**src/hdl/rglb_fifo.sv**
```systemverilog
module rglb_fifo #(
	parameter int WIDTH = 16,
	parameter int DEPTH = 4
) (
	input  logic             clk,
	input  logic             arst_n,
	input  logic             push,
	input  logic [WIDTH-1:0] push_data,
	input  logic             pop,
	output logic [WIDTH-1:0] pop_data,
	output logic             empty
);

	localparam int PW = $clog2(DEPTH);
	localparam int CW = $clog2(DEPTH + 1);

	logic [WIDTH-1:0] mem_q [DEPTH];
	logic [PW-1:0]    wr_ptr_q;
	logic [PW-1:0]    rd_ptr_q;
	logic [CW-1:0]    cnt_q;
	logic             do_push;
	logic             do_pop;

	assign empty    = (cnt_q == '0);
	assign pop_data = mem_q[rd_ptr_q];
	assign do_pop   = pop && !empty;
	assign do_push  = push && (cnt_q != CW'(DEPTH));

	always_ff @(posedge clk or negedge arst_n) begin
		if (!arst_n) begin
			wr_ptr_q <= '0;
			rd_ptr_q <= '0;
			cnt_q    <= '0;
		end else begin
			if (do_push) begin
				wr_ptr_q <= (wr_ptr_q == PW'(DEPTH - 1)) ? '0 : wr_ptr_q + 1'b1;
			end
			if (do_pop) begin
				rd_ptr_q <= (rd_ptr_q == PW'(DEPTH - 1)) ? '0 : rd_ptr_q + 1'b1;
			end
			if (do_push && !do_pop) begin
				cnt_q <= cnt_q + 1'b1;
			end else if (!do_push && do_pop) begin
				cnt_q <= cnt_q - 1'b1;
			end
		end
	end

	always_ff @(posedge clk) begin
		if (do_push) begin
			mem_q[wr_ptr_q] <= push_data;
		end
	end

endmodule

```
**config.mk**
```make
export PLATFORM = sky130hd
export DESIGN_NAME = rglb_fifo
export DESIGN_NICKNAME = d
export VERILOG_FILES = /design/src/hdl/rglb_fifo.sv
export SDC_FILE = /design/constraint.sdc
export NUM_CORES = 1
export LEC_CHECK = 0
export BUFFER_PORTS_ARGS = -buffer_cell sky130_fd_sc_hd__buf_2
export CAP_MARGIN = 10
export CORE_ASPECT_RATIO = 0.5
export CORE_MARGIN = 2
export CORE_UTILIZATION = 60
export CTS_BUF_LIST = sky130_fd_sc_hd__clkbuf_4 sky130_fd_sc_hd__clkbuf_8
export DETAILED_ROUTE_END_ITERATION = 10
export HOLD_SLACK_MARGIN = 0.03
export PLACE_DENSITY = 0.82
export SYNTH_ARGS = -nofsm -noshare
export SYNTH_HDL_FRONTEND = slang
export SYNTH_SLANG_ARGS = --single-unit
```
**constraint.sdc**
```tcl
create_clock -name clk -period 3.8 [get_ports clk]
set_input_delay 0.76 -clock clk [delete_from_list [all_inputs] [get_ports clk]]
set_output_delay 0.76 -clock clk [all_outputs]
set_load 0.03 [all_outputs]
```
# Word-level counts from Yosys, hierarchy flattened
# Memories as Yosys holds them, arrays and structs flattened.
# Index checks and enable logic that the tools add are counted.
[totals]
ff_bits = 7
ramBits = 64
output_inout_bits = 17
mem_count = 1
[memory_table]
columns = ["name", "words", "width", "read_ports", "rd_clocked_by_memory_dff", "write_ports", "line", "rtl"]
rows = [
  ["mem_q", 4, 16, 1, 0, 1, "17", "logic [WIDTH-1:0] mem_q [DEPTH];"],
]
[op_classes]
add_sub_neg = 4
eq_ne = 3
n_mux = 6
n_reduce_logical = 9
[op_table]
columns = ["op", "n"]
rows = [
  ["2-to-1 mux 3 bit", 2],
  ["adder 2 x 1 -> 2 bit, second input constant", 2],
  ["equality test 2 bit, second input constant", 2],
  ["logical AND 1 bit", 4],
  ["2-to-1 mux 2 bit", 2],
  ["adder 3 x 1 -> 3 bit, second input constant", 1],
  ["logical NOT 1 bit", 3],
  ["logical NOT 3 bit", 1],
  ["!= test 3 bit, second input constant", 1],
  ["subtractor 3 x 1 -> 3 bit, second input constant", 1],
  ["2-to-1 mux 1 bit", 2],
  ["nonzero test 2 bit", 1],
]

# Logic depth before layout (Yosys ltp)
[depth]
word_depth = 6
depth_mapped = 8
depth_no_buf = 8

# Worst setup path before layout
# OpenSTA, ideal clock, no wires.
[synth_path]
path_type = "input -> register"
start = "input port push"
end = "register cnt_q[2]"
arrival_time_ns = 1.993
required_ns = 3.721
setup_slack_ns = 1.727
path_stages = 7
n_path_buf = 0
cell_sequence = "a21boi_2 > ha_1 > inv_1 > fa_1 > xor2_1 > nor2_1 > xor2_1"
[synth_between]
elab_chain_len = 4
word_cells_on_any_way = 6
cone_classes = "1 x mux; 5 x reduce/logical"
[synth_lines]
columns = ["element", "line", "rtl"]
rows = [
  ["from (decl)", "7", "input logic push,"],
  ["logical AND 1 bit (*)", "27", "assign do_push = push && (cnt_q != CW'(DEPTH));"],
  ["logical NOT 1 bit", "43", "end else if (!do_push && do_pop) begin"],
  ["logical AND 1 bit", "43", ""],
  ["nonzero test 2 bit (no line)", "--", ""],
  ["to (signal assigned)", "42", "cnt_q <= cnt_q + 1'b1;"],
  ["to (signal assigned)", "44", "cnt_q <= cnt_q - 1'b1;"],
  ["to (decl)", "20", "logic [CW-1:0] cnt_q;"],
]
# Mark *: on every way between the ends. The rest lies on a longest branch, timed or not.
# A chain may end at the register's enable or synchronous reset.

# Worst setup path after layout
[layout_path]
start = "register rd_ptr_q[0]"
end = "output port pop_data[6]"
[layout_between]
elab_chain_len = 1
[layout_lines]
columns = ["element", "line", "rtl"]
rows = [
  ["from (decl)", "19", "logic [PW-1:0] rd_ptr_q;"],
  ["from (signal assigned)", "39", "rd_ptr_q <= (rd_ptr_q == PW'(DEPTH - 1)) ? '0 : rd_ptr_q + 1'b1;"],
  ["memory (4 x 16 bit)", "--", ""],
  ["to (decl)", "10", "output logic [WIDTH-1:0] pop_data,"],
]
# No other way between the ends.

==> summary.md <==
| Metric | Value |
|---|---|
| Post-CTS Resized | 0 |
| Setup Fix Bufs, Post-CTS | 0 |
| Initial antenna violation count | 0 |
| Max Clk Rate | 351 MHz |
| Period minus WS final | 2.85 ns |
| Detailed placer's ending HPWL | 2.64 mm |
| Final setup vio count | 0 |
| Worst EP arrival | 2.09 ns |
| Vias post-DR | 1,258 |
| Number of global-route vias before repair | 1,237 |
| Worst Setup End Kind | output port |
| Largest net degree at the start of global routing | 19 |
| GP Congestion | 0.646 |
| Initial Util | 62.9% |
| Status | finished, final reports clean |
| Peak VDD IR | 0.000434 V |
| Router iterations before antenna repair | 4 |
| P&R area growth vs syn | 14.6% |
| Setup repair after global routing missed its margin | no |
| Worst path slowest cell | dfrtp_1 |
| WP data required | 3.04 ns |
| Clock Pin Slew Worst Setup and Hold Paths | 0.07 ns |
| Routed Wire Length | 4.06 mm |
| Share of the synthesized area in the top cell type | 68.7% |
| Number of max-cap violations | 0 |
| Residual DRC count | 0 |
| Crit path buffers/inverters | 2 |
| Max-slew violation count | 0 |
| Sequential share of the synthesized area | 75.0% |
| TritonCTS clock tree | done |
| Avg Cell Area, Syn | 23.3 um^2 |
| Setup CP Type | flop to output port |
| Crit-path max cell delay | 0.64 ns |
| Total grt overflow | 0 |
| Largest area contributor in the netlist | edfxtp_1 |
| DP Area | 3010 um^2 |
| # rows | 17 |
| Design Area, Final | 3210 um^2 |
| Die height | 52.3 um |
| Initial detailed-routing violation count | 68 |
| Pleak | 1.18 nW |
| Vias per cell | 5.57 |
| Routed wl met2 | 1.97 mm |
| Post-Syn Instances | 120 |
| Top Family by Delay on Critical Path | flip-flops |
| Synth cell types | 20 |
| Setup_tns | 0 ns |
| Clk_skew | 0.00649 ns |
| CTS Sinks | 71 |
| CP cell instances | buf_4, mux4_1, buf_2 |
| Core area | 4450 um^2 |
| Syn. warnings | 0 |
| Synth Cell Area | 2800 um^2 |
| Final Hold Vio Count | 0 |
| PortBufs | 36 |
| M1 wire length | 1.77 mm |
| Share of layout cells above drive strength 1 | 40.2% |
| Met3 wire length | 286 um |
| Worst-Margin Slew | 0.843 ns |
| Mapped Nets | 147 |
| Routed Antenna Nets | 0 |
| Root Buffer | clkbuf_8 |
| Antenna diodes | 0 |
| Yosys reg bits | 71 |
| Die area | 5260 um^2 |
| CP max FO | 10 |
| Final net count | 191 |
| Clock tree buffer depth | 2 |
| Die width | 101 um |
| Gr usage total | 17.7% |
| PwrDens | 801 nW/um^2 |
| Top-level port count | 37 |
| H-tree Lvls | 3 |
| CTS buffer count | 9 |
| First-pass GRT wire length | 6.35 mm |
| Fin crit share | 75.0% |
| Wire length per cell | 18.0 um |
| Fillers | 260 |
| CTS Hold Bufs | 0 |
| Slew margin rel. | 43.8% |
| Critical Path Source Type | flop |
| Largest cells by area after synthesis | edfxtp_1 69%, mux4_1 7.5%, mux4_2 6.4% |
| Clk_lat worst skew | 0.34 ns |
| Highest metal used | met4 |
| Worst Hold Class | input port to asynchronous set/reset pin |
power breakdown:
| group | switching (W) | leakage (nW) | total (W) | internal (W) |
|---|---|---|---|---|
| Combinational | 0.000492 | 0.407 | 0.000839 | 0.000347 |
| Sequential | 0.000131 | 0.669 | 0.00118 | 0.00104 |
| Clock | 0.000243 | 0.102 | 0.000553 | 0.000311 |
registers in the layout, indices dropped and copies added, names as in the netlist:
register,flops
rd_ptr_q,2
wr_ptr_q,2
mem_q,64
cnt_q,3
final timing paths:
kind,startpoint,endpoint,slack (ns),depth (start not counted)
worst max-delay path,rd_ptr_q[0]$_DFFE_PN0P_,pop_data[6],0.95,3
max in group asynchronous,arst_n,cnt_q[0]$_DFFE_PN0P_,3.38,1
worst min register to register,wr_ptr_q[1]$_DFFE_PN0P_,wr_ptr_q[1]$_DFFE_PN0P_,0.58,1
worst max register to register,cnt_q[0]$_DFFE_PN0P_,cnt_q[2]$_DFFE_PN0P_,1.75,8
worst min-delay path,arst_n,wr_ptr_q[0]$_DFFE_PN0P_,0.25,1
min in group clk,wr_ptr_q[1]$_DFFE_PN0P_,wr_ptr_q[1]$_DFFE_PN0P_,0.58,1
final cells by class:
cell class	count	area (um^2)	area share, %
Inverter	3	11.3	0.351
Multi-Input combinational cell	42	647	20.2
Tap cell	57	71.3	2.22
Clock buffer	15	188	5.85
Clock inverter	1	3.75	0.117
Timing Repair Buffer	37	188	5.85
Sequential cell	71	2100	65.4
through the flow:
| stage | instances | hold WS [ns] | power [W] | worst slack (ns) | util [%] |
|---|---|---|---|---|---|
| after floorplan | 120 | 0.464 | 0.00184 | 1.73 | - |
| after global placement | 210 | 0.556 | 0.00202 | 1.28 | 67.8 |
| after detailed placement | 210 | 0.562 | 0.00205 | 1.25 | 67.8 |
| after CTS | 226 | 0.246 | 0.00260 | 0.886 | 72.1 |
| after global routing | 226 | 0.247 | 0.00270 | 0.792 | 72.1 |
| final | 226 | 0.252 | 0.00257 | 0.949 | 72.1 |
layer usage:
metal	global-route usage, %	vias up
li1	-	587
met1	22.5	631
met2	27.4	36
met3	8.13	4
met4	6.16	0
met5	0	-
worst reg2reg max path, stage by stage, from the launching register on:
cell and delay [ns]:
dfrtp_1 0.50, nor2_2 0.07, a21boi_2 0.29, ha_1 0.26, inv_1 0.07, fa_1 0.37
xor2_1 0.15, nor2_1 0.12, xor2_1 0.14
cells in the final DEF (no fill, tap or decap):
cell / netlist / routed
edfxtp_1: 64 / 64
buf_2: 2 / 36
clkbuf_8: 0 / 12
mux4_2: 8 / 8
mux4_1: 8 / 8
dfrtp_1: 7 / 7
ha_1: 6 / 6
and2_1: 4 / 4
mux2_2: 4 / 4
inv_1: 3 / 3
clkbuf_4: 0 / 3
nor3_1: 2 / 2
nor2_1: 2 / 2
xor2_1: 2 / 2
nor2_2: 1 / 1
a21boi_2: 1 / 1
o31ai_4: 1 / 1
xnor2_1: 1 / 1
a21o_2: 1 / 1
fa_1: 1 / 1
clkinv_1: 0 / 1
buf_4: 0 / 1
logic make-up after synthesis:
kind of cell,share of synthesized area [%]
simple gates,1.75
mux,15.6
xor+xnor,0.940
flops,75.0
compound gates,1.48
fa+ha+maj,3.40
buf+inv,1.88
synthesized netlist by cell type:
| cell type | count |
|---|---|
| buf_6 | 1 |
| mux2_2 | 4 |
| xnor2_1 | 1 |
| xor2_1 | 2 |
| mux4_2 | 8 |
| ha_1 | 6 |
| o31ai_4 | 1 |
| nor2_1 | 2 |
| buf_2 | 2 |
| and2_1 | 4 |
| a21boi_2 | 1 |
| buf_12 | 1 |
| a21o_2 | 1 |
| edfxtp_1 | 64 |
| dfrtp_1 | 7 |
| fa_1 | 1 |
| mux4_1 | 8 |
| inv_1 | 3 |
| nor2_2 | 1 |
| nor3_1 | 2 |
(Power assumes the default switching activity.)
