### src/hdl/rglb_pkg.sv
package rglb_pkg;

	localparam int DEF_MAX_RADIUS = 255;

	// decoupling queue between front and back, and the result queue
	localparam int MID_DEPTH = 16;
	localparam int OUT_DEPTH = 4;

	// registers between an accepted item and its push into the decoupling queue
	localparam int FRONT_LAT = 7;

	localparam int CFG_ADDR_W = 4;

	localparam logic KIND_WRITE = 1'b0;
	localparam logic KIND_PIXEL = 1'b1;

	typedef enum logic [1:0] {
		REG_CENTER_X,
		REG_CENTER_Y,
		REG_MAX_RADIUS,
		REG_BYTE_SWAPPED
	} reg_idx_t;

	typedef struct packed {
		logic signed [12:0] center_x;
		logic signed [12:0] center_y;
		logic [7:0]         max_radius;
	} cfg_t;

	// en: store the word (table write) or look up a glow (pixel)
	typedef struct packed {
		logic        kind;
		logic        en;
		logic [11:0] addr;
		logic [15:0] data;
	} mid_item_t;

	typedef struct packed {
		logic [15:0] pixel;
		logic        applied;
	} out_item_t;

endpackage

### src/hdl/rglb_isqrt.sv
module rglb_isqrt #(
	parameter int SIDE_W = 30
) (
	input  logic              clk,
	input  logic              arst_n,
	input  logic              in_valid,
	input  logic [15:0]       in_value,
	input  logic [SIDE_W-1:0] in_side,
	output logic              out_valid,
	output logic [7:0]        out_root,
	output logic [SIDE_W-1:0] out_side
);

	// four stages, two root bits each
	logic              vld_q  [0:3];
	logic [SIDE_W-1:0] side_q [0:3];
	logic [7:0]        root_q [0:3];
	logic [9:0]        rem_q  [0:2];
	logic [15:0]       val_q  [0:2];
	logic [7:0]        nroot  [0:3];
	logic [9:0]        nrem   [0:2];

	function automatic logic [17:0] sqrt_step(logic [9:0] rem, logic [7:0] root,
		logic [1:0] pair);
		logic [11:0] cur;
		logic [11:0] trial;
		logic [17:0] res;
		cur   = {rem, pair};
		trial = {2'b00, root, 2'b01};
		if (cur >= trial) begin
			res = {10'(cur - trial), root[6:0], 1'b1};
		end else begin
			res = {cur[9:0], root[6:0], 1'b0};
		end
		return res;
	endfunction

	always_comb begin
		logic [17:0] t1;
		logic [17:0] t2;
		t1 = sqrt_step(10'd0, 8'd0, in_value[15:14]);
		t2 = sqrt_step(t1[17:8], t1[7:0], in_value[13:12]);
		nrem[0]  = t2[17:8];
		nroot[0] = t2[7:0];
		for (int k = 1; k < 3; k++) begin
			t1 = sqrt_step(rem_q[k-1], root_q[k-1], val_q[k-1][15-4*k -: 2]);
			t2 = sqrt_step(t1[17:8], t1[7:0], val_q[k-1][13-4*k -: 2]);
			nrem[k]  = t2[17:8];
			nroot[k] = t2[7:0];
		end
		t1 = sqrt_step(rem_q[2], root_q[2], val_q[2][3:2]);
		t2 = sqrt_step(t1[17:8], t1[7:0], val_q[2][1:0]);
		nroot[3] = t2[7:0];
	end

	always_ff @(posedge clk or negedge arst_n) begin
		if (!arst_n) begin
			for (int k = 0; k < 4; k++) begin
				vld_q[k] <= 1'b0;
			end
		end else begin
			vld_q[0] <= in_valid;
			for (int k = 1; k < 4; k++) begin
				vld_q[k] <= vld_q[k-1];
			end
		end
	end

	always_ff @(posedge clk) begin
		side_q[0] <= in_side;
		val_q[0]  <= in_value;
		for (int k = 1; k < 4; k++) begin
			side_q[k] <= side_q[k-1];
		end
		for (int k = 1; k < 3; k++) begin
			val_q[k] <= val_q[k-1];
		end
		for (int k = 0; k < 3; k++) begin
			rem_q[k] <= nrem[k];
		end
		for (int k = 0; k < 4; k++) begin
			root_q[k] <= nroot[k];
		end
	end

	assign out_valid = vld_q[3];
	assign out_root  = root_q[3];
	assign out_side  = side_q[3];

endmodule

### src/hdl/rglb_front.sv
module rglb_front #(
	parameter int MAX_RADIUS = rglb_pkg::DEF_MAX_RADIUS
) (
	input  logic                clk,
	input  logic                arst_n,
	input  rglb_pkg::cfg_t      cfg,
	input  logic                push,
	output logic                full,
	input  logic                kind,
	input  logic [11:0]         table_index,
	input  logic [15:0]         table_value,
	input  logic [10:0]         x_pos,
	input  logic [10:0]         y_pos,
	input  logic [15:0]         under_pixel,
	input  logic                mid_pop,
	output logic                mid_push,
	output rglb_pkg::mid_item_t mid_item
);

	localparam int DEPTH = (MAX_RADIUS + 1) * 16;
	localparam int OCC_W = $clog2(rglb_pkg::MID_DEPTH + 1);

	logic             accept;
	logic [OCC_W-1:0] occ_q;

	// occupancy covers every item in the stages and in the decoupling queue
	assign accept = push && !full;
	assign full   = (occ_q == OCC_W'(rglb_pkg::MID_DEPTH));

	always_ff @(posedge clk or negedge arst_n) begin
		if (!arst_n) begin
			occ_q <= '0;
		end else if (accept && !mid_pop) begin
			occ_q <= occ_q + 1'b1;
		end else if (!accept && mid_pop) begin
			occ_q <= occ_q - 1'b1;
		end
	end

	// stage 1: offsets from the centre, classify
	logic signed [13:0]  dx_c;
	logic signed [13:0]  dy_c;
	logic [7:0]          mr_c;
	rglb_pkg::mid_item_t side_c;

	assign dx_c = $signed({3'b000, x_pos}) - $signed({cfg.center_x[12], cfg.center_x});
	assign dy_c = $signed({3'b000, y_pos}) - $signed({cfg.center_y[12], cfg.center_y});

	always_comb begin
		mr_c = (32'(cfg.max_radius) > 32'(MAX_RADIUS)) ? 8'(MAX_RADIUS) : cfg.max_radius;
		side_c.kind = kind;
		if (kind == rglb_pkg::KIND_PIXEL) begin
			side_c.en   = 1'b0;
			side_c.addr = {8'd0, y_pos[1:0], x_pos[1:0]};
			side_c.data = under_pixel;
		end else begin
			side_c.en   = (32'(table_index) < 32'(DEPTH));
			side_c.addr = table_index;
			side_c.data = table_value;
		end
	end

	logic                vld_s1;
	logic signed [13:0]  dx_s1;
	logic signed [13:0]  dy_s1;
	logic [7:0]          mr_s1;
	rglb_pkg::mid_item_t side_s1;

	// stage 2: magnitudes and squares
	logic [13:0] adx_c;
	logic [13:0] ady_c;
	logic        near_c;

	assign adx_c  = dx_s1[13] ? 14'(-dx_s1) : 14'(dx_s1);
	assign ady_c  = dy_s1[13] ? 14'(-dy_s1) : 14'(dy_s1);
	assign near_c = (adx_c[13:8] == '0) && (ady_c[13:8] == '0);

	logic                vld_s2;
	logic [15:0]         sqx_s2;
	logic [15:0]         sqy_s2;
	logic [15:0]         mr2_s2;
	logic                mr_nz_s2;
	logic                near_s2;
	rglb_pkg::mid_item_t side_s2;

	// stage 3: radius compare
	logic [16:0] r2_c;
	logic        hit_c;

	assign r2_c  = 17'(sqx_s2) + 17'(sqy_s2);
	assign hit_c = (side_s2.kind == rglb_pkg::KIND_PIXEL) && near_s2 && mr_nz_s2 &&
		(r2_c <= 17'(mr2_s2));

	logic                vld_s3;
	logic [15:0]         val_s3;
	rglb_pkg::mid_item_t side3_c;
	rglb_pkg::mid_item_t side_s3;

	// a pixel carries its lookup decision in en
	always_comb begin
		side3_c = side_s2;
		if (side_s2.kind == rglb_pkg::KIND_PIXEL) begin
			side3_c.en = hit_c;
		end
	end

	always_ff @(posedge clk or negedge arst_n) begin
		if (!arst_n) begin
			vld_s1 <= 1'b0;
			vld_s2 <= 1'b0;
			vld_s3 <= 1'b0;
		end else begin
			vld_s1 <= accept;
			vld_s2 <= vld_s1;
			vld_s3 <= vld_s2;
		end
	end

	always_ff @(posedge clk) begin
		dx_s1    <= dx_c;
		dy_s1    <= dy_c;
		mr_s1    <= mr_c;
		side_s1  <= side_c;
		sqx_s2   <= 16'(adx_c[7:0]) * 16'(adx_c[7:0]);
		sqy_s2   <= 16'(ady_c[7:0]) * 16'(ady_c[7:0]);
		mr2_s2   <= 16'(mr_s1) * 16'(mr_s1);
		mr_nz_s2 <= (mr_s1 != '0);
		near_s2  <= near_c;
		side_s2  <= side_s1;
		// feed zero to the root unit when no lookup happens
		val_s3   <= hit_c ? r2_c[15:0] : 16'd0;
		side_s3  <= side3_c;
	end

	logic                              sq_valid;
	logic [7:0]                        sq_root;
	logic [$bits(rglb_pkg::mid_item_t)-1:0] sq_side;
	rglb_pkg::mid_item_t               side_out;

	rglb_isqrt #(
		.SIDE_W($bits(rglb_pkg::mid_item_t))
	) u_isqrt (
		.clk      (clk),
		.arst_n   (arst_n),
		.in_valid (vld_s3),
		.in_value (val_s3),
		.in_side  (side_s3),
		.out_valid(sq_valid),
		.out_root (sq_root),
		.out_side (sq_side)
	);

	assign side_out = rglb_pkg::mid_item_t'(sq_side);
	assign mid_push = sq_valid;

	always_comb begin
		mid_item = side_out;
		if (side_out.kind == rglb_pkg::KIND_PIXEL) begin
			mid_item.addr = {sq_root, side_out.addr[3:0]};
		end
	end

endmodule

### config.mk
export PLATFORM = sky130hd
export DESIGN_NAME = rglb_front
export DESIGN_NICKNAME = d
export VERILOG_FILES = /design/src/hdl/rglb_pkg.sv /design/src/hdl/rglb_isqrt.sv /design/src/hdl/rglb_front.sv
export SDC_FILE = /design/constraint.sdc
export NUM_CORES = 1
export LEC_CHECK = 0
export BUFFER_PORTS_ARGS = -buffer_cell sky130_fd_sc_hd__buf_4
export CAP_MARGIN = 25
export CELL_PAD_IN_SITES_DETAIL_PLACEMENT = 1
export CELL_PAD_IN_SITES_GLOBAL_PLACEMENT = 2
export CORE_MARGIN = 2
export CORE_UTILIZATION = 30
export CTS_CLUSTER_SIZE = 25
export DETAILED_ROUTE_END_ITERATION = 8
export PLACE_DENSITY_LB_ADDON = 0.1
export SKIP_LAST_GASP = 1
export SLEW_MARGIN = 20
export SYNTH_ARGS = -nofsm -noshare
export SYNTH_HDL_FRONTEND = slang
export SYNTH_HIERARCHICAL = 1
export SYNTH_SLANG_ARGS = --single-unit
### constraint.sdc
create_clock -name clk -period 10.84 [get_ports clk]
set_input_delay 0.542 -clock clk [delete_from_list [all_inputs] [get_ports clk]]
set_output_delay 0.542 -clock clk [all_outputs]
set_load 0.02 [all_outputs]
After elaboration in Yosys (flattened, before gate mapping)
Memories as Yosys holds them, arrays and structs flattened. Cells that the tools add are included.

$add $sub $neg: 14. $mul: 3. Magnitude comparators: 9. Equal/unequal tests: 1. Mux-type cells: 15. Reduce and logical (&&, ||, !) cells: 14.

Operators by type and width (count): 18-bit two-way mux (7); 12-bit by 10-bit greater-or-equal comparator with 1-bit output (7); 10-bit subtractor (6); 8-bit by 8-bit multiplier with 16-bit output (3); 29-bit two-way mux (1); 14-bit two-way mux (2); 14-bit negator (2); 12-bit by 13-bit subtractor with 14-bit output (2); 16-bit by 16-bit adder with 17-bit output (1); 17-bit by 16-bit <= comparator with 1-bit output (1); 6-bit zero test (2); 12-bit two-way mux (1); 5-bit two-way mux (2); 8-bit nonzero test (1); 1-bit logical AND (7); 5-bit by 1-bit adder with 5-bit output (second input constant) (1); 5-bit equality test (second input constant) (1); 5-bit by 1-bit subtractor with 5-bit output (second input constant) (1); 1-bit zero test (3); 2-bit by 1-bit subtractor with 3-bit output (second input constant) (1); 2-bit by 1-bit greater-or-equal comparator with 1-bit output (second input constant) (1); 1-bit two-way mux (2); 2-bit nonzero test (1).

Register bits after elaboration: 204. RAM bits: 230. Output and inout bits: 32. Memories kept: 4.

Memory list: u_isqrt.side_q (depth 4, width 30, read ports 4, clocked after memory_dff 0, wr ports 4, line rglb_isqrt.sv:16) `logic [SIDE_W-1:0] side_q [0:3];`; u_isqrt.val_q (depth 3, width 16, read ports 3, clocked after memory_dff 0, wr ports 3, line rglb_isqrt.sv:19) `logic [15:0] val_q [0:2];`; u_isqrt.root_q (depth 4, width 8, read ports 4, clocked after memory_dff 0, wr ports 4, line rglb_isqrt.sv:17) `logic [7:0] root_q [0:3];`; u_isqrt.rem_q (depth 3, width 10, read ports 3, clocked after memory_dff 0, wr ports 3, line rglb_isqrt.sv:18) `logic [9:0] rem_q [0:2];`.

Longest topological paths before layout
Gate-level depths: netlist of run 1.

Word-level depth: 7. Depth in mapped cells: 22.

Modules after synthesis
The synthesis of run 1 kept the hierarchy.

Modules (own cells, without submodules): rglb_front (times used 1, cells each 1240, area an instance 12268.0 µm², seq. area each 3983.8 µm²); rglb_isqrt (times used 1, cells each 518, area an instance 6145.9 µm², seq. area each 3943.8 µm²).

Worst setup path before layout of run 1
Ideal clock, no wire load.

Path type: flip-flop to flip-flop. From: reg dx_s1[0]. To: reg sqx_s2[14]. Library setup time: 0.072 ns. Arrival: 5.071 ns. Setup slack: 5.697 ns. Cell stages (with the launch flop): 21. Buffers on the path: 0. Period minus slack after synthesis: 5.143 ns. Cell sequence: dfxtp_1 > clkinv_1 > ha_1 > nand2b_1 > o41ai_1 > xor2_1 > or2_2 > inv_1 > fa_1 > fa_1 > inv_1 > fa_1 > fa_1 > inv_1 > ha_1 > nor3_1 > o21ai_0 > o21a_1 > a211o_1 > o41ai_1 > xnor2_1.

Cells in the longest elaborated chain, start to end: 3.

RTL lines: start, declared (line rglb_front.sv:64) `logic signed [13:0] dx_s1;`; start signal, assigned (line rglb_front.sv:120) `dx_s1 <= dx_c;`; 14-bit negator (line rglb_front.sv:74) `assign adx_c = dx_s1[13] ? 14'(-dx_s1) : 14'(dx_s1);`; 14-bit two-way mux * (line rglb_front.sv:74); 8-bit by 8-bit multiplier with 16-bit output * (line rglb_front.sv:124) `sqx_s2 <= 16'(adx_c[7:0]) * 16'(adx_c[7:0]);`; end signal, assigned (line rglb_front.sv:124); end, declared (line rglb_front.sv:79) `logic [15:0] sqx_s2;`.

Mark *: on every way between the ends. The rest lies on a longest branch, timed or not. A chain may end at the register's enable or synchronous reset.

Worst setup path after layout of run 1
Same ends and word-level chain as after synthesis.

==> results summary, run 1 <==
The signal on the critical path passes through clkinv_1 -> ha_1 -> nand2b_1 -> o41ai_1 -> xor2_1 -> or2_2 -> inv_1 -> fa_1 -> fa_1 -> inv_1 -> fa_1 -> fa_1 -> inv_1 -> ha_1 -> nor3_1 -> o21ai_0 -> o21a_1 -> a211o_1 -> o41ai_1 -> xnor2_1. The ratio of total power to cell area is 360.0 mW/mm². The die boundary width is 251.8 µm. The count of placed standard cells in the final layout, fillers left out came out at 2744. The power share of the clock group came out at 0.199.

CTS placed an instance of sky130_fd_sc_hd__clkbuf_16 at the clock tree root. The first-pass GRT wire length is 65.55 mm. The share of total power in sequential cells came out at 0.232. After synthesis, the share of flip-flops with an asynchronous set or reset is 0.03053. The layout has 6697 filler cells. The synthesis-to-layout area growth came out at 19.08%. The count of distinct cell types in the synthesized netlist came out at 93.

The number of antenna violations at the first check in global routing is 0. The number of warnings printed during yosys synthesis is 6. TritonCTS built the clock tree. The final critical-path share of the clock period came out at 0.5293. The kind of start point of the critical path is a flip-flop. The worst path arrival time is 6.25 ns. The cell family contributing the most delay on the critical path is adder cells. For the pin with the worst max-slew slack, the measured transition is 0.8741 ns.

The setup violation total in the final timing report came out at 0. The top-level port count came out at 137. The post-detailed-placement half-perimeter wirelength is 31.43 mm.

The worst slew margin relative to its limit is 0.4173. The area of the die is 0.06338 mm². The count of inserted antenna diode cells came out at 0. At the end of the flow, the number of nets in the layout was 2294. After detailed placement, the design holds a cell count of 2660. The remaining number of nets flagged by the antenna check after routing came out at 0.

Counting both buffers and inverters, the worst setup path holds a total of 4. By count the netlist is led by sky130_fd_sc_hd__dfxtp_1 (381), sky130_fd_sc_hd__inv_1 (228), sky130_fd_sc_hd__ha_1 (186), sky130_fd_sc_hd__nor2_1 (136), sky130_fd_sc_hd__xnor2_1 (83). The pre-antenna-repair detailed-routing pass consisted of 5 iterations.

In this run the post-CTS setup repair buffer count came out at 0. Summing all flip-flop and latch instances after layout gives 0.007928 mm². The starting density of the core came out at 0.3045. Max-cap violations in this run came to 0.

The initialized floorplan defines 90 standard-cell rows. The ratio of cells with drive above 1 in the final layout came out at 0.1595. The relative contribution of combinational cells to total power came out at 0.569. The clock network latency to the later pin of the worst-skew pair came out at 0.60 ns. The critical path endpoint category is a flip-flop. Global routing finished with a remaining overflow of 0. The congestion estimate from routability-driven global placement came to 0.7611. After synthesis, the cell types taking the most area are sky130_fd_sc_hd__dfxtp_1 (41%), sky130_fd_sc_hd__ha_1 (13%), sky130_fd_sc_hd__fa_1 (8.3%). For this run, the total global-route usage over all layers was measured as 0.1271. The kind of path behind the tightest hold check is input port to flip-flop. The fraction of the core area covered by cells at the end of the flow came out at 0.3626.

The post-route DRC violation count came out at 0. The switching share of power is 0.4164. Static timing analysis puts the maximum clock frequency at 0.1743 GHz. The sum of negative setup slack came out at 0 ns.

The count of final max-slew check failures is 0. The die extent in y came out at 251.8 µm. The total via count in the routed design is 12186. The H-tree depth came out at 2. The number of endpoints with negative hold slack in the final report came out at 0. Among all stages on the critical path, the largest delay is contributed by sky130_fd_sc_hd__xor2_1. The highest ir drop seen on vdd is 224.0 µV. The average detailed-routed wire length per instance is 14.49 µm. The number of flops mapped to enable cells by yosys is 0. The synthesized design contains 393 register bits. The total internal power came out at 4.607 mW.

The top fanout value on the critical path came out at 9. The routed via count divided by cell count came out at 4.441. Clock-pin slew was measured on the worst setup and hold paths at 0.06 ns. sky130_fd_sc_hd__dfxtp_1 takes more of the synthesized area than any other cell. Setup repair after global routing left no endpoint under its margin.

By instance count, the cell type seen most on the critical path is sky130_fd_sc_hd__fa_1. The register area share after synthesis is 0.4305. The leakage power summed over all cells came out at 9.993 nW. The wire length after detailed routing came out at 39.77 mm. The most frequent cell after synthesis is sky130_fd_sc_hd__dfxtp_1. The minimum clock period after layout is 5.738 ns. The floorplan step defined a core boundary enclosing 0.06047 mm². The sum of internal, switching and leakage power is 7.893 mW. The share of the synthesized area in the top cell type came out at 0.4142.

The maximum number of pins on one net before global-route repair came out at 31. The critical path's largest stage delay came out at 0.56 ns. The average instance area after synthesis came out at 10.47 µm². The cell area after technology mapping is 0.01841 mm². The final setup skew is 0.03351 ns.

The total clock sinks is 393. Summing all multi-input logic gate instances after layout gives 0.009537 mm². At the worst endpoint, the required time is 11.35 ns.

The clock tree buffer depth is 3. The total clock buffers created by CTS is 45. The critical path class is flip-flop to flip-flop. The count of port buffers added during placement came out at 136. The total net switching power is 3.286 mW. The synthesized instance count came out at 1758. The run finished with clean final reports. The main flop type after synthesis is sky130_fd_sc_hd__dfxtp_1. The number of DRC markers in iteration 0 is 301. The number of global-route vias before repair came to 12963.
[metal layers]
layer / vias to the layer above / share of wire / track usage
met3: 51 / 0.026 / 0.02187
met4: 0 / 0.022 / 0.03639
met2: 99 / 0.49 / 0.2216
li1: 6200 / - / -
met1: 5836 / 0.46 / 0.1606
met5: - / 0 / 0
[timing repair]
item / CTS / global route
resized for setup: 0 / 0
hold buffers: 1 / 0
endpoints found under the hold margin: 12 / 0
[final cells by class]
class / instances / share of cell area
multi-input combinational: 1117 / 0.4349
sequential: 393 / 0.3615
clock buffer: 53 / 0.05455
timing repair buffer: 139 / 0.04787
tap: 782 / 0.04462
inverter: 231 / 0.03954
clock inverter: 29 / 0.01695
[power by group through the flow]
| stage | combinational [mW] | sequential, mW | clock, mW |
|---|---|---|---|
| final | 4.49 | 1.83 | 1.57 |
| after global routing | 5.21 | 1.86 | 1.70 |
| after CTS | 4.63 | 1.84 | 1.64 |
| after detailed placement | 4.58 | 1.87 | 0 |
| after global placement | 4.53 | 1.86 | 0 |
| after floorplan | 3.53 | 1.82 | 0 |
[final timing paths]
check,cells past startpoint,slack (ns),start,end
max in group asynchronous,2,10.37,arst_n,occ_q[3]
hold / removal,1,0.06,cfg[5],mr_s1[5]
min in group asynchronous,2,0.32,arst_n,u_isqrt/vld_q[1]
hold reg to reg,0,0.30,val_s3[2],u_isqrt/val_q[0][2]
setup reg to reg,20,5.10,dx_s1[0],sqx_s2[14]
setup / recovery,20,5.10,dx_s1[0],sqx_s2[14]
[state kept, by name, summed over array words and instances, names as in the netlist, 3 cells and up]
name	flops
side_s3	30
side_s1	30
u_isqrt/side_q	120
u_isqrt/vld_q	3
u_isqrt/val_q	24
u_isqrt/root_q	20
dx_s1	14
side3_c	29
sqy_s2	15
val_s3	16
dy_s1	14
u_isqrt/rem_q	28
mr_s1	8
sqx_s2	15
occ_q	5
mr2_s2	15
[placed cells by master (no fill, tap or decap), types with 55 or more instances in the layout]
| master | count |
|---|---|
| sky130_fd_sc_hd__xnor2_1 | 83 |
| sky130_fd_sc_hd__a21oi_1 | 67 |
| sky130_fd_sc_hd__o21ai_0 | 55 |
| sky130_fd_sc_hd__nor2_1 | 136 |
| sky130_fd_sc_hd__dfxtp_1 | 381 |
| sky130_fd_sc_hd__inv_1 | 228 |
| sky130_fd_sc_hd__buf_4 | 137 |
| sky130_fd_sc_hd__ha_1 | 186 |
| sky130_fd_sc_hd__fa_1 | 76 |
| sky130_fd_sc_hd__nand2_1 | 73 |
[kinds of logic after synthesis]
kind of cell,Yosys count,share of synthesized area
muxes,43,0.02575
xor gates and xnor gates,120,0.05871
other,1,0.0002037
adders and majority gates,262,0.2090
DFF,393,0.4305
buffers and inverters,249,0.05212
AOI/OAI and AO/OA,269,0.1029
and+or+nand+nor,421,0.1208
[worst reg2reg max path: stages, from the launching register on]
cell                       delay [ns]
sky130_fd_sc_hd__dfxtp_1         0.34
sky130_fd_sc_hd__clkinv_1        0.17
sky130_fd_sc_hd__ha_1            0.24
sky130_fd_sc_hd__nand2b_1        0.10
sky130_fd_sc_hd__o41ai_1         0.30
sky130_fd_sc_hd__xor2_1          0.56
sky130_fd_sc_hd__or2_2           0.26
sky130_fd_sc_hd__inv_1           0.06
sky130_fd_sc_hd__fa_1            0.48
sky130_fd_sc_hd__fa_1            0.55
sky130_fd_sc_hd__inv_1           0.06
sky130_fd_sc_hd__fa_1            0.50
sky130_fd_sc_hd__fa_1            0.55
sky130_fd_sc_hd__inv_1           0.04
sky130_fd_sc_hd__ha_1            0.24
sky130_fd_sc_hd__nor3_1          0.20
sky130_fd_sc_hd__o21ai_0         0.12
sky130_fd_sc_hd__o21a_1          0.15
sky130_fd_sc_hd__a211o_1         0.28
sky130_fd_sc_hd__o41ai_1         0.32
sky130_fd_sc_hd__xnor2_1         0.16
[through the flow]
stage                     worst slack [ns]  cell area [µm²]  hold WS [ns]
final                                5.102            21930       0.05895
after global routing                 4.648            21930       0.02518
after CTS                            5.042            21920       0.01851
after detailed placement             5.116            20340        0.3132
after global placement               5.261            20340        0.3097
after floorplan                      5.697            18420        0.2464
Power figures use the tool's default switching activity.
==> run 2, diff against run 1 <==
clock period = 5.8 ns   (was 10.84 ns; I/O delays follow)
==> run 2 against run 1 <==
Against the previous run: clock skew rose by 0.015 ns; worst hold slack got worse by 0.028 ns; critical path depth rose by 1; flip-flop and latch count did not move; core utilization rose by 1.2 points; largest cell class unchanged; non-clock buffer count rose by 73; global-route usage rose by 0.18 points; worst setup slack got worse by 4.7 ns; final cell count rose by 2.7%; sequential share of layout area fell by 1.1 points; highest routed layer unchanged.
==> results summary, run 2 (synthesis results as in run 1) <==
The flow ran to the end, and the final reports show no timing, DRC or antenna violations. The ratio of cells with drive above 1 in the final layout came out at 0.1573. For this design, the slowest cell found on the critical path is sky130_fd_sc_hd__fa_1. The starting density of the core came out at 0.3045. The min-delay analysis places its worst path in the category input port to flip-flop. The clock-pin slew of the registers on the worst-case setup and hold paths came out at 0.06 ns. Hold timing on the final database bottoms out at a slack of 0.03143 ns. The library cells used most frequently in the layout, excluding fill and tap cells, are sky130_fd_sc_hd__dfxtp_1 (381), sky130_fd_sc_hd__inv_1 (228), sky130_fd_sc_hd__ha_1 (186). The floorplan row count came out at 90. The count of final max-slew check failures was 0. The worst setup path is launched from a flip-flop.

Static timing analysis puts the maximum clock frequency at 0.1853 GHz. In the final layout, the registers with the most flip-flops are u_isqrt/side_q (120), side_s1 (30), side_s3 (30). Compared with the post-synthesis result, the final layout area differs by 22.92%. Port buffering added 136 buffers. The maximum number of pins on one net before global-route repair is 31. The sum of negative setup slack is 0 ns. The clock tree buffer depth came out at 3. In the final routed layout, each cell accounts on average for 14.35 µm. The setup path with the least slack is of type flip-flop to flip-flop. The total net switching power came out at 6.149 mW. The post-route DRC violation count is 0. The highest ir drop seen on vdd is 479.4 µV. The placer congestion estimate is 0.7727. The area of the die is 0.06338 mm². The register with the most flip-flops in the layout has 120 of them. For the worst setup path, the data required time is 6.33 ns. The first-pass GRT wire length is 66.83 mm. The total via count in the routed design is 12511. The post-detailed-placement half-perimeter wirelength is 31.60 mm. The most common cell after layout, fill and taps aside is sky130_fd_sc_hd__dfxtp_1. The critical path endpoint category is a flip-flop. The top fanout value on the critical path is 6.

The cell sitting at the root of the clock tree is a sky130_fd_sc_hd__clkbuf_16. The total clock buffers created by CTS is 45. The worst path arrival time came out at 5.93 ns.

The number of global-route vias before repair was 13334. The critical path's largest stage delay came out at 0.54 ns. The final setup skew is 0.04886 ns. The signal on the critical path passes through inv_1 -> ha_1 -> nand2b_1 -> o41ai_1 -> xor2_1 -> buf_4 -> or2_2 -> inv_1 -> fa_1 -> fa_1 -> inv_1 -> fa_1 -> fa_1 -> inv_1 -> ha_1 -> nor3_1 -> o21ai_0 -> o21a_1 -> a211o_1 -> o41ai_1 -> xnor2_1. The number of detailed-route iterations in the first pass came out at 4. The filler cells instantiated in the layout total 6652. The leakage power summed over all cells is 10.30 nW. The share of total power dissipated in combinational logic is 0.575. The number of DRC markers in iteration 0 came out at 296. The area of the multi-input gates is 0.009550 mm². The final net count is 2367.

The H-tree was split into 2 levels. The ratio of total power to cell area came out at 654.3 mW/mm². The top-level port count is 137. After detailed routing, the total wire length is 40.42 mm. The slew of the pin with the lowest slew margin is 0.8435 ns. The overall global routing resource usage is 0.1289. The total clock sinks came out at 393.

The power share of the clock group came out at 0.193. For the worst-skew pair, the clock arrives at the later sink with an insertion delay of 0.59 ns. In the routed layout, each cell is associated on average with a via count of 4.441. The register ranked first by flip-flop count is u_isqrt/side_q. The number of antenna violations at the first check in global routing came to 1. The setup violation total in the final timing report is 0. The switching share of power came out at 0.4152. The total internal power came out at 8.661 mW. The final critical-path share of the clock period is 0.9307. The total of max-cap violations came out at 0. The minimum clock period after layout is 5.398 ns. Of the total power, registers draw 0.232. The worst slew margin relative to its limit came out at 0.4337. The number of endpoints with negative hold slack in the final report is 0. Across the whole layout, storage elements account for 0.007928 mm². The area of the placeable core came out at 0.06047 mm².

The die extent in y came out at 251.8 µm. The remaining number of nets flagged by the antenna check after routing is 0. The overflow left after global routing is 0. TritonCTS built the clock tree.

Setup repair after global routing left no endpoint under its margin. The die boundary width is 251.8 µm.
==> run 2: cell types whose count changed in the layout (fill, tap and decap cells not counted), moves of 2 or more <==
cell / change
sky130_fd_sc_hd__dlygate4sd3_1: +64
sky130_fd_sc_hd__buf_4: +9
sky130_fd_sc_hd__clkbuf_8: +5
sky130_fd_sc_hd__clkinv_2: -5
sky130_fd_sc_hd__clkbuf_1: +3
sky130_fd_sc_hd__inv_6: -3
sky130_fd_sc_hd__bufinv_16: -2
sky130_fd_sc_hd__clkinv_4: +2
==> run 2: layer usage <==
metal | GRT usage | part of all wire | vias to the layer above | wire (µm)
met5 | 0 | 0 | - | 0
met3 | 0.02476 | 0.029 | 47 | 1166
met2 | 0.2260 | 0.50 | 108 | 20110
met1 | 0.1614 | 0.46 | 6004 | 18440
met4 | 0.03418 | 0.017 | 0 | 703
li1 | - | - | 6352 | -
==> run 2: path summary, 6_finish.rpt <==
check                       startpoint  slack [ns]  cells past startpoint                end
min                            cfg[21]        0.03                      3           dx_s1[0]
min reg2reg                side3_c[12]        0.29                      0        side_s3[12]
min in group asynchronous       arst_n        0.07                      2  u_isqrt/out_valid
max reg2reg                   dx_s1[1]        0.40                     21         sqx_s2[14]
max in group asynchronous       arst_n        5.57                      2           occ_q[4]
max                           dx_s1[1]        0.40                     21         sqx_s2[14]
==> run 2: stage by stage <==
step                      power, mW  cell area [µm²]    util  worst slack (ns)  instances
after floorplan               9.987            18420       -            0.6573       1759
after global placement        11.98            20410  0.3375            0.4716       2669
after detailed placement      12.07            20420  0.3377            0.3195       2670
after CTS                     15.16            22620  0.3740            0.3343       2816
after global routing          16.37            22630  0.3743           0.09039       2816
final                         14.81            22630  0.3743            0.4020       2817
==> run 2: cell type report <==
type | instances | area share
clock inverters | 20 | 0.01194
inverters | 231 | 0.03831
flip-flops and latches | 393 | 0.3502
multi-input cells | 1117 | 0.4219
clock buffers | 61 | 0.05638
well taps | 782 | 0.04323
repair buffers | 212 | 0.07783
diodes | 1 | 0.0001106
==> run 2: power by group through the flow <==
stage / sequential (mW) / clock [mW] / combinational, mW
floorplan: 3.40 / 0 / 6.59
detailed placement: 3.49 / 0 / 8.58
global placement: 3.49 / 0 / 8.49
global route: 3.48 / 3.11 / 9.78
finish: 3.43 / 2.86 / 8.52
CTS: 3.44 / 3.00 / 8.72
==> run 2: what timing repair did <==
action	CTS	global route
endpoints found under the hold margin	54	0
setup buffers	0	0
hold buffers	65	0
gates resized for setup	0	2
endpoints found under the setup margin	0	2
==> run 2: worst max-delay path, delay by kind of cell, from the launching register on <==
| family | cells | cell delay (ns) |
|---|---|---|
| fa+ha+maj | 6 | 2.40 |
| buf+inv | 5 | 0.45 |
| compound gates | 5 | 1.23 |
| xor+xnor | 2 | 0.51 |
| simple gates | 3 | 0.43 |
| flops | 1 | 0.35 |
